[src/rtl/btok_pkg.sv]
// Package for the bencode tokenizer: codes, character constants, limits and types.
// No dependencies; used by every module of the block.
`timescale 1ns / 1ps

package btok_pkg;

  // Build-time limits
  localparam int MAX_MESSAGE_BYTES = 65536;
  localparam int MAX_DEPTH         = 255;
  localparam int MAX_TOKEN_COUNT   = 4096;

  localparam logic [15:0] MSG_LIMIT =
    16'((MAX_MESSAGE_BYTES < 65535) ? MAX_MESSAGE_BYTES : 65535);
  localparam logic [7:0]  DEPTH_CAP =
    8'((MAX_DEPTH < 255) ? MAX_DEPTH : 255);
  localparam logic [12:0] TOKEN_CAP =
    13'((MAX_TOKEN_COUNT < 8191) ? MAX_TOKEN_COUNT : 8191);

  // Field widths
  localparam int OFF_W  = 16;
  localparam int DEP_W  = 8;
  localparam int CNT_W  = 13;
  localparam int CFG_W  = 13;
  localparam int CFGA_W = 1;

  // Register reset values
  localparam logic [CNT_W-1:0] MAX_TOKENS_RST  = 13'd4096;
  localparam logic [DEP_W-1:0] START_DEPTH_RST = 8'd0;

  typedef enum logic [CFGA_W-1:0] {
    CFG_MAX_TOKENS  = 1'b0,
    CFG_START_DEPTH = 1'b1
  } cfg_idx_t;

  typedef enum logic [2:0] {
    ST_TOKEN   = 3'd0,
    ST_DONE    = 3'd1,
    ST_LIMIT   = 3'd2,
    ST_BUF_END = 3'd3,
    ST_ERROR   = 3'd4
  } status_t;

  typedef enum logic [2:0] {
    NK_INT  = 3'd0,
    NK_STR  = 3'd1,
    NK_LIST = 3'd2,
    NK_DICT = 3'd3,
    NK_END  = 3'd4
  } kind_t;

  localparam logic [7:0] CH_I     = 8'h69;
  localparam logic [7:0] CH_L     = 8'h6C;
  localparam logic [7:0] CH_D     = 8'h64;
  localparam logic [7:0] CH_E     = 8'h65;
  localparam logic [7:0] CH_COLON = 8'h3A;
  localparam logic [7:0] CH_MINUS = 8'h2D;
  localparam logic [7:0] CH_0     = 8'h30;
  localparam logic [7:0] CH_9     = 8'h39;

  typedef struct packed {
    logic [7:0] data;
    logic       first;
    logic       last;
  } in_item_t;

  typedef struct packed {
    status_t          status;
    kind_t            kind;
    logic [OFF_W-1:0] offset;
    logic [OFF_W-1:0] length;
    logic [DEP_W-1:0] depth;
    logic [CNT_W-1:0] count;
  } tok_t;

  // Pipeline control between stages
  typedef struct packed {
    logic fire;   // registered byte goes through the parser this cycle
  } pipe_ctl_t;

endpackage

[src/rtl/btok_in_stage.sv]
// Input register of the tokenizer: captures one byte transaction per cycle while not stalled.
// Depends on btok_pkg.
`timescale 1ns / 1ps

module btok_in_stage (
  input  logic              clk,
  input  logic              rst_n,
  input  logic              in_valid,
  input  logic [7:0]        in_data_byte,
  input  logic              in_first_byte,
  input  logic              in_last_byte,
  output logic              in_stall,
  input  logic              hold,
  output btok_pkg::pipe_ctl_t ctl,
  output btok_pkg::in_item_t  item
);
  import btok_pkg::*;

  logic     vld_r;
  in_item_t item_r;

  assign in_stall = vld_r & hold;
  assign ctl.fire = vld_r & ~hold;
  assign item     = item_r;

  always_ff @(posedge clk) begin
    if (!rst_n) begin
      vld_r <= 1'b0;
    end else if (!in_stall) begin
      vld_r <= in_valid;
    end
  end

  always_ff @(posedge clk) begin
    if (in_valid && !in_stall) begin
      item_r <= '{data: in_data_byte, first: in_first_byte, last: in_last_byte};
    end
  end

endmodule

[src/rtl/btok_core.sv]
// Parser state and per-byte step logic of the tokenizer, plus its config registers.
// Depends on btok_pkg.
`timescale 1ns / 1ps

module btok_core (
  input  logic                         clk,
  input  logic                         rst_n,
  input  btok_pkg::pipe_ctl_t          ctl,
  input  btok_pkg::in_item_t           item,
  input  logic                         cfg_we,
  input  logic [btok_pkg::CFGA_W-1:0]  cfg_addr,
  input  logic [btok_pkg::CFG_W-1:0]   cfg_wdata,
  output logic                         res_valid,
  output btok_pkg::tok_t               res
);
  import btok_pkg::*;

  typedef enum logic [2:0] {
    PH_IDLE = 3'd0,
    PH_INT  = 3'd1,
    PH_LEN  = 3'd2,
    PH_PAY  = 3'd3,
    PH_STOP = 3'd4
  } phase_t;

  logic [CNT_W-1:0] max_tokens_r;
  logic [DEP_W-1:0] start_depth_r;

  phase_t           phase_r, phase_nxt;
  logic [OFF_W-1:0] byte_offset_r, byte_offset_nxt;
  logic [CNT_W-1:0] token_count_r, token_count_nxt;
  logic [DEP_W-1:0] nest_depth_r, nest_depth_nxt;
  logic [OFF_W-1:0] token_start_r, token_start_nxt;
  logic [OFF_W-1:0] string_length_r, string_length_nxt;
  logic [OFF_W-1:0] payload_left_r, payload_left_nxt;

  // state as seen after a first mark has cleared it
  phase_t           ph;
  logic [OFF_W-1:0] off, ts, sl, pl;
  logic [CNT_W-1:0] cnt, cnt1, tok_lim;
  logic [DEP_W-1:0] dep;

  logic [7:0]       b;
  logic [3:0]       digit;
  logic             isdig;
  logic [19:0]      len_x10;
  logic             emit, err;
  kind_t            kind;
  logic [OFF_W-1:0] toff, tlen;
  logic [DEP_W-1:0] tdep;
  status_t          st;

  always_comb begin
    if (max_tokens_r == '0) begin
      tok_lim = CNT_W'(1);
    end else if (max_tokens_r > TOKEN_CAP) begin
      tok_lim = TOKEN_CAP;
    end else begin
      tok_lim = max_tokens_r;
    end
  end

  always_comb begin
    b     = item.data;
    digit = 4'(b - CH_0);
    isdig = (b >= CH_0) && (b <= CH_9);

    ph  = item.first ? PH_IDLE : phase_r;
    off = item.first ? '0 : byte_offset_r;
    cnt = item.first ? '0 : token_count_r;
    dep = item.first ? start_depth_r : nest_depth_r;
    ts  = item.first ? '0 : token_start_r;
    sl  = item.first ? '0 : string_length_r;
    pl  = item.first ? '0 : payload_left_r;

    len_x10 = 20'({sl, 3'b000}) + 20'({sl, 1'b0}) + 20'(digit);
    cnt1    = cnt + CNT_W'(1);

    phase_nxt         = ph;
    byte_offset_nxt   = off;
    token_count_nxt   = cnt;
    nest_depth_nxt    = dep;
    token_start_nxt   = ts;
    string_length_nxt = sl;
    payload_left_nxt  = pl;

    emit = 1'b0;
    err  = 1'b0;
    kind = NK_INT;
    toff = '0;
    tlen = '0;
    tdep = '0;
    st   = ST_TOKEN;

    if (ph != PH_STOP) begin
      if (off >= MSG_LIMIT) begin
        err = 1'b1;
      end else begin
        byte_offset_nxt = off + OFF_W'(1);
        case (ph)
          PH_IDLE: begin
            if (b == CH_I) begin
              token_start_nxt = off + OFF_W'(1);
              phase_nxt       = PH_INT;
            end else if (b == CH_L || b == CH_D) begin
              if (dep >= DEPTH_CAP) begin
                err = 1'b1;
              end else begin
                emit           = 1'b1;
                kind           = (b == CH_L) ? NK_LIST : NK_DICT;
                toff           = off;
                tdep           = dep;
                nest_depth_nxt = dep + DEP_W'(1);
              end
            end else if (b == CH_E) begin
              if (dep == '0) begin
                err = 1'b1;
              end else begin
                nest_depth_nxt = dep - DEP_W'(1);
                emit           = 1'b1;
                kind           = NK_END;
                toff           = off;
                tdep           = dep - DEP_W'(1);
              end
            end else if (isdig) begin
              string_length_nxt = OFF_W'(digit);
              phase_nxt         = PH_LEN;
            end else begin
              err = 1'b1;
            end
          end
          PH_INT: begin
            if (b == CH_E) begin
              emit      = 1'b1;
              kind      = NK_INT;
              toff      = ts;
              tlen      = off - ts;
              phase_nxt = PH_IDLE;
            end else if (b != CH_MINUS && !isdig) begin
              err = 1'b1;
            end
          end
          PH_LEN: begin
            if (isdig) begin
              if (len_x10[19:16] != '0) begin
                err = 1'b1;
              end else begin
                string_length_nxt = len_x10[15:0];
              end
            end else if (b == CH_COLON) begin
              if (sl == '0) begin
                emit      = 1'b1;
                kind      = NK_STR;
                toff      = off + OFF_W'(1);
                phase_nxt = PH_IDLE;
              end else begin
                payload_left_nxt = sl;
                token_start_nxt  = off + OFF_W'(1);
                phase_nxt        = PH_PAY;
              end
            end else begin
              err = 1'b1;
            end
          end
          default: begin
            // string payload: count bytes down and emit the string token on the last one
            if (pl != '0) begin
              payload_left_nxt = pl - OFF_W'(1);
            end
            if (pl <= OFF_W'(1)) begin
              emit      = 1'b1;
              kind      = NK_STR;
              toff      = ts;
              tlen      = sl;
              phase_nxt = PH_IDLE;
            end
          end
        endcase
        // buffer ended mid-token
        if (!emit && !err && item.last) begin
          err = 1'b1;
        end
      end
    end

    if (err) begin
      phase_nxt = PH_STOP;
      st        = ST_ERROR;
      kind      = NK_INT;
      toff      = off;
      tlen      = '0;
      tdep      = dep;
    end else if (emit) begin
      token_count_nxt = cnt1;
      if (nest_depth_nxt == '0) begin
        st = ST_DONE;
      end else if (cnt1 >= tok_lim) begin
        st = ST_LIMIT;
      end else if (item.last) begin
        st = ST_BUF_END;
      end else begin
        st = ST_TOKEN;
      end
      if (st != ST_TOKEN) begin
        phase_nxt = PH_STOP;
      end
    end

    res_valid  = ctl.fire & (emit | err);
    res.status = st;
    res.kind   = kind;
    res.offset = toff;
    res.length = tlen;
    res.depth  = tdep;
    res.count  = err ? cnt : cnt1;
  end

  always_ff @(posedge clk) begin
    if (!rst_n) begin
      max_tokens_r  <= MAX_TOKENS_RST;
      start_depth_r <= START_DEPTH_RST;
    end else if (cfg_we) begin
      case (cfg_idx_t'(cfg_addr))
        CFG_MAX_TOKENS:  max_tokens_r  <= cfg_wdata;
        CFG_START_DEPTH: start_depth_r <= cfg_wdata[DEP_W-1:0];
        default: ;
      endcase
    end
  end

  always_ff @(posedge clk) begin
    if (!rst_n) begin
      phase_r         <= PH_IDLE;
      byte_offset_r   <= '0;
      token_count_r   <= '0;
      nest_depth_r    <= '0;
      token_start_r   <= '0;
      string_length_r <= '0;
      payload_left_r  <= '0;
    end else if (ctl.fire) begin
      phase_r         <= phase_nxt;
      byte_offset_r   <= byte_offset_nxt;
      token_count_r   <= token_count_nxt;
      nest_depth_r    <= nest_depth_nxt;
      token_start_r   <= token_start_nxt;
      string_length_r <= string_length_nxt;
      payload_left_r  <= payload_left_nxt;
    end
  end

endmodule

[src/rtl/btok_out_stage.sv]
// Result register of the tokenizer: holds one token transaction until taken.
// Depends on btok_pkg.
`timescale 1ns / 1ps

module btok_out_stage (
  input  logic                        clk,
  input  logic                        rst_n,
  input  logic                        res_valid,
  input  btok_pkg::tok_t              res,
  input  logic                        out_stall,
  output logic                        out_valid,
  output logic [2:0]                  out_status,
  output logic [2:0]                  out_node_kind,
  output logic [btok_pkg::OFF_W-1:0]  out_node_offset,
  output logic [btok_pkg::OFF_W-1:0]  out_node_length,
  output logic [btok_pkg::DEP_W-1:0]  out_node_depth,
  output logic [btok_pkg::CNT_W-1:0]  out_node_count,
  output logic                        hold
);
  import btok_pkg::*;

  logic vld_r;
  tok_t res_r;

  assign hold            = vld_r & out_stall;
  assign out_valid       = vld_r;
  assign out_status      = res_r.status;
  assign out_node_kind   = res_r.kind;
  assign out_node_offset = res_r.offset;
  assign out_node_length = res_r.length;
  assign out_node_depth  = res_r.depth;
  assign out_node_count  = res_r.count;

  // the parser only fires when this register is empty or its result is taken, so a load never overwrites
  always_ff @(posedge clk) begin
    if (!rst_n) begin
      vld_r <= 1'b0;
    end else if (res_valid) begin
      vld_r <= 1'b1;
    end else if (!out_stall) begin
      vld_r <= 1'b0;
    end
  end

  always_ff @(posedge clk) begin
    if (res_valid) begin
      res_r <= res;
    end
  end

endmodule

[src/rtl/bencode_tokenizer.sv]
// Top level of the streaming bencode tokenizer.
// Depends on btok_pkg, btok_in_stage, btok_core and btok_out_stage.
`timescale 1ns / 1ps

// Takes a bencoded message one byte per transaction, first byte and last byte
// marked, and gives at most one token per byte: status, kind, offset, length,
// depth and running count. Throughput is one byte per clock while the result
// side does not stall; a byte's token passes through the input register, then
// the result register. The parser state loop closes through the core's step
// logic, which sets that rate. A stalled result holds the pipe, and the input
// register then takes a byte only while it is empty. max_tokens (index 0) and
// start_depth (index 1) are written through the cfg port; the user must write
// them only while idle, which the block itself does not enforce.

module bencode_tokenizer (
  input  logic                        clk,
  input  logic                        rst_n,
  input  logic                        in_valid,
  output logic                        in_stall,
  input  logic [7:0]                  in_data_byte,
  input  logic                        in_first_byte,
  input  logic                        in_last_byte,
  output logic                        out_valid,
  input  logic                        out_stall,
  output logic [2:0]                  out_status,
  output logic [2:0]                  out_node_kind,
  output logic [btok_pkg::OFF_W-1:0]  out_node_offset,
  output logic [btok_pkg::OFF_W-1:0]  out_node_length,
  output logic [btok_pkg::DEP_W-1:0]  out_node_depth,
  output logic [btok_pkg::CNT_W-1:0]  out_node_count,
  input  logic                        cfg_we,
  input  logic [btok_pkg::CFGA_W-1:0] cfg_addr,
  input  logic [btok_pkg::CFG_W-1:0]  cfg_wdata
);
  import btok_pkg::*;

  pipe_ctl_t ctl;
  in_item_t  item;
  tok_t      res;
  logic      res_valid;
  logic      hold;

  btok_in_stage u_in (
    .clk           (clk),
    .rst_n         (rst_n),
    .in_valid      (in_valid),
    .in_data_byte  (in_data_byte),
    .in_first_byte (in_first_byte),
    .in_last_byte  (in_last_byte),
    .in_stall      (in_stall),
    .hold          (hold),
    .ctl           (ctl),
    .item          (item)
  );

  btok_core u_core (
    .clk       (clk),
    .rst_n     (rst_n),
    .ctl       (ctl),
    .item      (item),
    .cfg_we    (cfg_we),
    .cfg_addr  (cfg_addr),
    .cfg_wdata (cfg_wdata),
    .res_valid (res_valid),
    .res       (res)
  );

  btok_out_stage u_out (
    .clk             (clk),
    .rst_n           (rst_n),
    .res_valid       (res_valid),
    .res             (res),
    .out_stall       (out_stall),
    .out_valid       (out_valid),
    .out_status      (out_status),
    .out_node_kind   (out_node_kind),
    .out_node_offset (out_node_offset),
    .out_node_length (out_node_length),
    .out_node_depth  (out_node_depth),
    .out_node_count  (out_node_count),
    .hold            (hold)
  );

endmodule

[config.mk]
export PLATFORM = sky130hd
export DESIGN_NAME = bencode_tokenizer
export DESIGN_NICKNAME = d
export VERILOG_FILES = /design/src/rtl/btok_pkg.sv /design/src/rtl/btok_in_stage.sv /design/src/rtl/btok_core.sv /design/src/rtl/btok_out_stage.sv /design/src/rtl/bencode_tokenizer.sv
export SDC_FILE = /design/constraint.sdc
export NUM_CORES = 1
export LEC_CHECK = 0
export ABC_AREA = 0
export BUFFER_PORTS_ARGS = -buffer_cell sky130_fd_sc_hd__buf_2
export CORE_UTILIZATION = 38
export CTS_CLUSTER_DIAMETER = 150
export DETAILED_ROUTE_END_ITERATION = 8
export SETUP_SLACK_MARGIN = 0.4
export SLEW_MARGIN = 20
export SYNTH_ARGS = -nofsm -noshare
export SYNTH_HDL_FRONTEND = slang
export SYNTH_SLANG_ARGS = --single-unit
[constraint.sdc]
create_clock -name clk -period 27.9 [get_ports clk]
set_clock_uncertainty 0.2 [all_clocks]
set_input_delay 5.58 -clock clk [delete_from_list [all_inputs] [get_ports clk]]
set_output_delay 5.58 -clock clk [all_outputs]
set_load 0.05 [all_outputs]
After elaboration in Yosys (flattened, before gate mapping)
Cells that the tools add are included.
{ "op_classes": {"n_addsub": 9, "n_mul": 0, "div": 0, "order_cmp": 7, "n_eq_ne": 10, "shift": 0, "muxes": 137, "bitwise": 9, "n_reduce_logical": 24} }
{ "op_table": {"columns": ["cell", "n"], "rows": [
  ["two-way mux 16 bit", 41],
  ["two-way mux 8 bit", 18],
  ["one-hot mux 16 bit (2 select lines)", 4],
  ["two-way mux 13 bit", 6],
  ["two-way mux 3 bit", 26],
  ["one-hot mux 16 bit (3 select lines)", 1],
  ["two-way mux 1 bit", 35],
  ["== test 8 x 7 -> 1 bit, second input constant", 4],
  ["adder 19 x 17 -> 20 bit", 1],
  ["adder 20 x 4 -> 20 bit", 1],
  ["one-hot mux 3 bit (3 select lines)", 2],
  ["adder 16 x 1 -> 16 bit, second input constant", 1],
  [">= comparator 16 bit, second input constant", 1],
  ["<= comparator 16 x 1 -> 1 bit, second input constant", 1],
  ["zero test 16 bit", 1],
  ["zero test 8 bit", 2],
  ["nonzero test 16 bit", 1],
  ["subtractor 16 x 1 -> 16 bit, second input constant", 1],
  ["subtractor 16 bit", 1],
  ["adder 13 x 1 -> 13 bit, second input constant", 1],
  [">= comparator 13 bit", 1],
  ["> comparator 13 bit, second input constant", 1],
  ["zero test 13 bit", 1],
  ["adder 8 x 1 -> 8 bit, second input constant", 1],
  ["other kinds (25)", 43]
]} }
{ "totals": {"register_bits": 180, "latch_bits": 0, "ramBits": 0, "rom_bits": 0, "inputBits": 29, "out_inout_bits": 61, "wordCells": 217, "mem_count": 0} }

Logic depth before layout (Yosys ltp)
Gate-level depths: netlist (run 1).
{ "logic_depth": {"ltp_word": 20, "depth_mapped": 23, "depth_no_buf": 15} }

Hierarchy
Synthesis (run 1) repeated with hierarchy kept, for this count alone.
{ "unflattened": {"hier_cells": 1512, "hier_area_um2": 12405.6} }
{ "modules_own_cells": {"columns": ["mod", "instances", "cells_per_inst", "area_per_inst_um2", "seq_area_each_um2"], "rows": [
  ["btok_core", 1, 1435, 10247.3, 2182.1],
  ["btok_out_stage", 1, 62, 1808.0, 1791.7],
  ["btok_in_stage", 1, 15, 350.3, 320.3]
]} }

Least setup slack after synthesis (run 1)
No wires, ideal clock.
{ "synth_path": {"kind": "input-to-output", "startpoint": "in out_stall", "endpoint": "out in_stall", "t_arrival_ps": 6061, "required_time_ps": 22120, "path_slack_ps": 16059, "path_stages": 1, "path_buffers": 0, "path_cell_list": "and3_1"} }
{ "synth_via": {"elab_chain_len": 2} }
{ "synth_lines": {"columns": ["element", "line_no", "source"], "rows": [
  ["start: declaration", "bencode_tokenizer.sv:24", "input logic out_stall,"],
  ["bitwise AND 1 bit", "btok_out_stage.sv:25", "assign hold = vld_r & out_stall;"],
  ["bitwise AND 1 bit", "btok_in_stage.sv:22", "assign in_stall = vld_r & hold;"],
  ["end: declaration", "bencode_tokenizer.sv:19", "output logic in_stall,"]
]} }
Every way passes these cells.

Worst setup path in the final report (run 1)
Same ends and word-level chain as after synthesis.

==> impl_metrics.yaml, run 1 <==
outcome:
  status: "finished, final reports clean"
final_layout:
  fin_nets: 1679
  area_delta_synth_final_pct: 10.8
  fill_cells: 3302
  final_cells: 2035
  drive_above_1_share: 0.114
  antennaDiodeCount: 0
global_route:
  grt.total_usage: 0.232
  antenna_found_initial: 0
  gr-total-overflow: 0
  grt_pass1_vias: 10900
  grt_pass1_wl_um: 61600
  grt_max_degree: 151
die:
  pin_count: 90
  core_area_um2: 32500
  rows: 66
  start_util: 0.386
  fp.dieW_um: 184
  die_h_um: 184
  die-area_um2: 33700
yosys:
  post-synth-top-count-cell: "nand2_1"
  syn_nets: 1647
  synth_area_leader_cell: "dfxtp_1"
  synth_common_cells: "189 x nand2_1, 157 x nor2_1, 125 x a21oi_1, 111 x dfxtp_1, 102 x o21ai_0"
  synth_top_area_frac: 0.177
  synth_cell_types: 85
  netlist_top_cells_area: "dfxtp_1 18%, edfxtp_1 17%, ha_1 6.8%, nand2_1 5.7%, a21oi_1 5.0%"
  netlist_area_um2: 12500
  avgSynthCellArea_um2: 8.10
  ys_warn_count: 0
  seq_area_frac_synth: 0.342
  async_reset_ff_frac: 0
  synth-edff-count: 69
  ys_ff_latch: 180
  ys.flop_type: "dfxtp_1"
  synth_cells: 1548
power_and_ir_drop:
  p_seq_frac: 0.457
  ir_drop_mv: 0.0430
  p_per_area_nw_per_um2: 45.5
  p_comb_frac: 0.159
  clkPwrFrac: 0.384
  p_sw_frac: 0.312
  power.leakage_nw: 5.21
  p_int_w: 0.000435
  netSwitchingPower_w: 0.000198
sta:
  maxSlewViolCount: 0
  fmax_mhz: 83.9
  timing.setup.tns_ns: 0
  period_share: 0.427
  hold_ws_ns: 0.259
  period_needed_ns: 11.91
  hold_violations: 0
  setup_viol: 0
  slew-limit-headroom: 0.285
  rsz0062_at_grt: "no"
  worst_slew_pin_slew_ns: 1.06
clock_network:
  post_cts_buffers: 0
  numCtsBuffers: 17
  clockBufferDepth: 2
  cts_hold_buffers: 0
  cts_resized: 0
  clock_latency_ns: 0.45
  htreeDepth: 4
  cts.sinks: 180
  clk_pin_slew_ns: 0.07
  cts_tree: "built"
  cts_root_buf: "clkbuf_16"
placement:
  portBuffers: 89
  place_inst: 2003
  globalplace.congestion: 0.929
  dp_hpwl_um: 27800
critical_path:
  cp-end-kind: "output port"
  required_ns: 22.12
  worstSetupPathType: "primary input to output port"
  crit_arrival_ns: 6.13
  crit_top_cell: "buf_2"
  crit_slowest_cell: "buf_2"
  crit_chain: "buf_2, and3_1, buf_2"
  slowest_delay_ns: 0.27
  worstSetupStartpointType: "primary input"
  critical_path.max_fanout: 3
route:
  route.top_layer_used: "met4"
  wl_met1_um: 18700
  drt_pre_antenna_iters: 6
  totalWireLength_um: 39300
  route.met3.wl_um: 2810
  drc_errors: 0
  ant_nets: 0
  drtIter0Drc: 1190
  wl_met2_um: 16800
  vias: 12100
  via_per_inst: 5.95
  wire_per_inst_um: 19.3
hold_path:
  hp-class: "flip-flop to flip-flop"
run:
  cap_violations: 0
## critical path: cells and delay by family
| family | cells | cell delay [ns] |
|---|---|---|
| and+or+nand+nor | 1 | 0.19 |
| buffers and inverters | 2 | 0.36 |
## registers in the layout, summed over array words and instances (netlist names), 13 cells and up
| register | flops |
|---|---|
| u_out.out_node_count | 13 |
| u_core.byte_offset_r | 16 |
| u_out.out_node_length | 16 |
| u_core.string_length_r | 16 |
| u_out.out_node_offset | 16 |
| u_core.payload_left_r | 16 |
| u_core.max_tokens_r | 13 |
| u_core.token_start_r | 16 |
| u_core.token_count_r | 13 |
## worst paths after layout
path | startpoint | to | slack, ns | cells past startpoint
worst max-delay path | out_stall | in_stall | 15.99 | 3
worst min-delay path | u_core.max_tokens_r[0] | u_core.max_tokens_r[0] | 0.26 | 2
worst max register to register | u_in.item[1] | u_out.out_node_offset[10] | 21.64 | 15
worst min register to register | u_core.max_tokens_r[0] | u_core.max_tokens_r[0] | 0.26 | 2
## routing by layer
| metal | track usage | vias to the layer above |
|---|---|---|
| li1 | - | 5787 |
| met1 | 0.338 | 5727 |
| met2 | 0.347 | 526 |
| met3 | 0.0355 | 68 |
| met4 | 0.0787 | 0 |
| met5 | 0 | - |
## area by class of cell
cell class                      count  area, um^2  area share
Multi-Input combinational cell   1232        7720       0.556
Sequential cell                   180        4290       0.309
Timing Repair Buffer              110         616      0.0443
Tap cell                          442         553      0.0398
Clock buffer                       18         429      0.0309
Inverter                           39         146      0.0105
Clock inverter                     14         141      0.0102
## layout by cell type (no fill, tap or decap), types with 19 or more instances in the layout
master    instances
a22oi_1          47
nor4_1           20
dfxtp_1         111
nor2_1          155
buf_2            89
xnor2_1          47
buf_4            20
ha_1             68
a21oi_1         125
o21ai_0         100
and3_1           27
nand2_1         189
nor2b_1          35
nor3_1           42
inv_1            37
a211oi_1         19
edfxtp_1         69
nand3_1          50
## power groups by stage
stage / combinational, W / clock (W) / sequential, W
2_1_floorplan: 0.0000557 / 0 / 0.000310
3_3_place_gp: 0.0000984 / 0 / 0.000295
3_5_place_dp: 0.0000988 / 0 / 0.000295
4_1_cts: 0.0000993 / 0.000248 / 0.000289
5_1_grt: 0.000108 / 0.000258 / 0.000290
6_report: 0.000100 / 0.000243 / 0.000289
## through the flow
step / total power, W / utilization / setup slack (ns) / instance area [um^2]
floorplan: 0.000365 / - / 16.06 / 12500
finish: 0.000633 / 0.427 / 15.99 / 13900
CTS: 0.000637 / 0.427 / 15.99 / 13900
global route: 0.000656 / 0.427 / 15.96 / 13900
detailed placement: 0.000394 / 0.410 / 15.99 / 13300
global placement: 0.000393 / 0.410 / 16.00 / 13300
## cells by family after synthesis
kind of cell             after synthesis  synth area share
AND/OR/NAND/NOR                      608             0.233
buffers and inverters                136            0.0432
AO/OA/AOI/OAI                        470             0.248
flip-flops                           180             0.342
multiplexers                          28            0.0235
adder cells (fa/ha/maj)               70            0.0710
XOR/XNOR                              56            0.0391
No activity file was read; power rests on OpenSTA's default activity.
==> run 2, diff against run 1 <==
--- a/config.mk
+++ b/config.mk
@@ -5,7 +5,7 @@
 export SDC_FILE = /design/constraint.sdc
 export NUM_CORES = 1
 export LEC_CHECK = 0
-export ABC_AREA = 0
+export ABC_AREA = 1
 export BUFFER_PORTS_ARGS = -buffer_cell sky130_fd_sc_hd__buf_2
 export CORE_UTILIZATION = 38
 export CTS_CLUSTER_DIAMETER = 150
==> constraint.sdc (replaced) <==
create_clock -name clk -period 10.5 [get_ports clk]
set_clock_uncertainty 0.2 [all_clocks]
set_input_delay 2.1 -clock clk [delete_from_list [all_inputs] [get_ports clk]]
set_output_delay 2.1 -clock clk [all_outputs]
set_load 0.05 [all_outputs]
==> run 2 against run 1 <==
  * Routed wire length increased by 12%
  * Final cell count is 24% higher
  * Sequential share of layout area fell by 1.9 points
  * Non-clock buffer count decreased by 7
  * First-iteration DRC count grew 16%
  * Largest cell class unchanged
  * Combinational power grew to 3.1 times the previous value
  * Power grew to 2.7 times the previous value
==> impl_metrics.yaml, run 2 <==
yosys:
  synth_cells: 2005
  ys_warn_count: 0
  synth-edff-count: 69
  synth_cell_types: 62
  syn_nets: 2104
  synth_area_leader_cell: "dfxtp_1"
  netlist_top_cells_area: "dfxtp_1 16%, edfxtp_1 15%, nand2_1 14%, inv_1 7.3%, ha_1 6.3%"
  ys_ff_latch: 180
  ys.flop_type: "dfxtp_1"
  async_reset_ff_frac: 0
  avgSynthCellArea_um2: 6.74
  synth_common_cells: "489 x nand2_1, 262 x inv_1, 204 x nor2_1, 167 x a21oi_1, 144 x o21ai_0"
  post-synth-top-count-cell: "nand2_1"
  seq_area_frac_synth: 0.318
  netlist_area_um2: 13500
  synth_top_area_frac: 0.164
final_layout:
  final_cell_mix: "489 x nand2_1, 261 x inv_1, 202 x nor2_1, 167 x a21oi_1, 144 x o21ai_0"
  area_delta_synth_final_pct: 9.44
  fin_nets: 2154
  antennaDiodeCount: 0
  drive_above_1_share: 0.112
  final_common_cell: "nand2_1"
die:
  die_h_um: 191
  pin_count: 90
  fp.dieW_um: 191
  rows: 68
  die-area_um2: 36300
  core_area_um2: 34800
  start_util: 0.389
sta:
  hold_violations: 0
  period_needed_ns: 5.69
  maxSlewViolCount: 0
  timing.setup.tns_ns: 0
  worst_slack_ns: 4.81
  fmax_mhz: 176
  slew-limit-headroom: 0.332
  worst_slew_pin_slew_ns: 0.999
  period_share: 0.542
  setup_viol: 0
  rsz0062_at_grt: "no"
placement:
  globalplace.congestion: 0.970
  dp_hpwl_um: 32200
  portBuffers: 89
  dpl_worst_slack_ns: 4.88
global_route:
  grt_max_degree: 63
  grt_pass1_vias: 12600
  grt_pass1_wl_um: 68600
  gr-total-overflow: 0
  antenna_found_initial: 0
  grt.total_usage: 0.243
power_and_ir_drop:
  power.leakage_nw: 6.52
  ir_drop_mv: 0.123
  p_per_area_nw_per_um2: 116
route:
  vias: 13600
  ant_nets: 0
  drtIter0Drc: 1382
  drc_errors: 0
  wire_per_inst_um: 17.4
  totalWireLength_um: 43800
  via_per_inst: 5.40
  drt_pre_antenna_iters: 5
clock_network:
  cts_root_buf: "clkbuf_16"
  cts_resized: 0
  clockBufferDepth: 2
  clk_pin_slew_ns: 0.07
  numCtsBuffers: 17
  htreeDepth: 4
  cts_tree: "built"
  cts_hold_buffers: 0
  post_cts_buffers: 0
  clock_latency_ns: 0.46
  cts.sinks: 180
critical_path:
  crit_arrival_ns: 5.58
  crit_top_cell: "nand2_1"
  ff2ff_setup_slack_ns: 4.81
  reg2reg_depth: 22
  crit_chain: "inv_2, buf_4, nand2_1, inv_1, ha_1, ha_1, nand2_1, inv_1, a21oi_1, nand2_1, nand2_1, nand3_1, nand2_1, nor2_1, nand2_2, nand2_1, nand2_2, o21bai_4, nand2_1, nand2_1, inv_2, buf_4"
  cp_num_buf_inv: 6
  r2r_end: "u_out.out_node_offset[0]"
  path_delay_family: "buffers and inverters"
  worstSetupPathType: "flip-flop to flip-flop"
  slowest_delay_ns: 0.61
  worstSetupStartpointType: "flip-flop"
  critical_path.max_fanout: 48
  crit_slowest_cell: "buf_4"
  required_ns: 10.39
  cp-end-kind: "flip-flop"
  r2r_start: "u_in.item[1]"
outcome:
  status: "finished, final reports clean"
run:
  cap_violations: 0
hold_path:
  hold_depth: 2
  hold_end: "u_core.byte_offset_r[0]"
  hp-class: "flip-flop to flip-flop"
  hold_path_startpoint: "u_core.byte_offset_r[0]"
## run 2: changes by cell type after synthesis, moves of 29 or more
cell / change
inv_1: +224
xnor2_1: -29
nand2_1: +300
nor2b_1: -35
nor2_1: +47
a22oi_1: -44
a21oi_1: +42
nand3_1: +74
o21ai_1: +33
nor3_1: -31
o21ai_0: +42
clkbuf_1: -42
## run 2: worst max-delay path by stage
stage | start | end | slack (ns) | cells after the start
after floorplan | u_in.item[1] | u_out.out_node_count[0] | 5.22 | 25
after global placement | u_in.item[1] | u_out.out_node_length[11] | 5.05 | 22
after detailed placement | u_in.item[1] | u_out.out_node_offset[2] | 4.88 | 22
after CTS | u_in.item[1] | u_out.out_node_offset[2] | 4.86 | 22
after global routing | u_in.item[1] | u_out.out_node_offset[0] | 4.51 | 22
final | u_in.item[1] | u_out.out_node_offset[0] | 4.81 | 22
## run 2: kinds of logic after synthesis
kind of cell / share of synthesized area
adders and majority gates: 0.0659
and+or+nand+nor: 0.301
DFF: 0.318
buffers and inverters: 0.106
xor gates and xnor gates: 0.0266
AOI/OAI and AO/OA: 0.183
## run 2: area by class of cell
type	count	area, um^2
Clock buffer	23	468
Inverter	275	1030
Tap cell	455	569
Timing Repair Buffer	103	551
Multi-Input combinational cell	1478	7800
Sequential cell	180	4290
Fill cell	3616	20000
Clock inverter	9	78.8
## run 2: power by group
group / internal, W / total, W / switching, W
registers: 0.000757 / 0.000776 / 0.0000183
clock network: 0.000338 / 0.000625 / 0.000287
logic: 0.0000790 / 0.000310 / 0.000231
total: 0.00117 / 0.00171 / 0.000536
## run 2: stage by stage
stage / area, um^2 / total power (W) / std cells / utilization / hold WS, ns
final: 14800 / 0.00171 / 2523 / 0.425 / 0.262
after global routing: 14800 / 0.00178 / 2523 / 0.425 / 0.288
after CTS: 14800 / 0.00172 / 2523 / 0.425 / 0.263
after detailed placement: 14200 / 0.00110 / 2491 / 0.409 / 0.254
after global placement: 14200 / 0.00109 / 2491 / 0.409 / 0.251
after floorplan: 13500 / 0.00102 / 2005 / - / 0.240
## run 2: routing by layer
metal | up-vias | GRT usage | routed length (um)
met4 | 0 | 0.0877 | 1170
met1 | 6318 | 0.331 | 19900
met3 | 82 | 0.0414 | 2800
li1 | 6709 | - | -
met5 | - | 0 | 0
met2 | 513 | 0.383 | 19900
## run 2: worst register-to-register path, delay by kind of cell (launching register included)
family | cells | cell delay (ns)
flip-flops | 1 | 0.57
AO/OA/AOI/OAI | 2 | 0.24
AND/OR/NAND/NOR | 12 | 1.34
buffers and inverters | 6 | 2.24
adder cells (fa/ha/maj) | 2 | 0.63
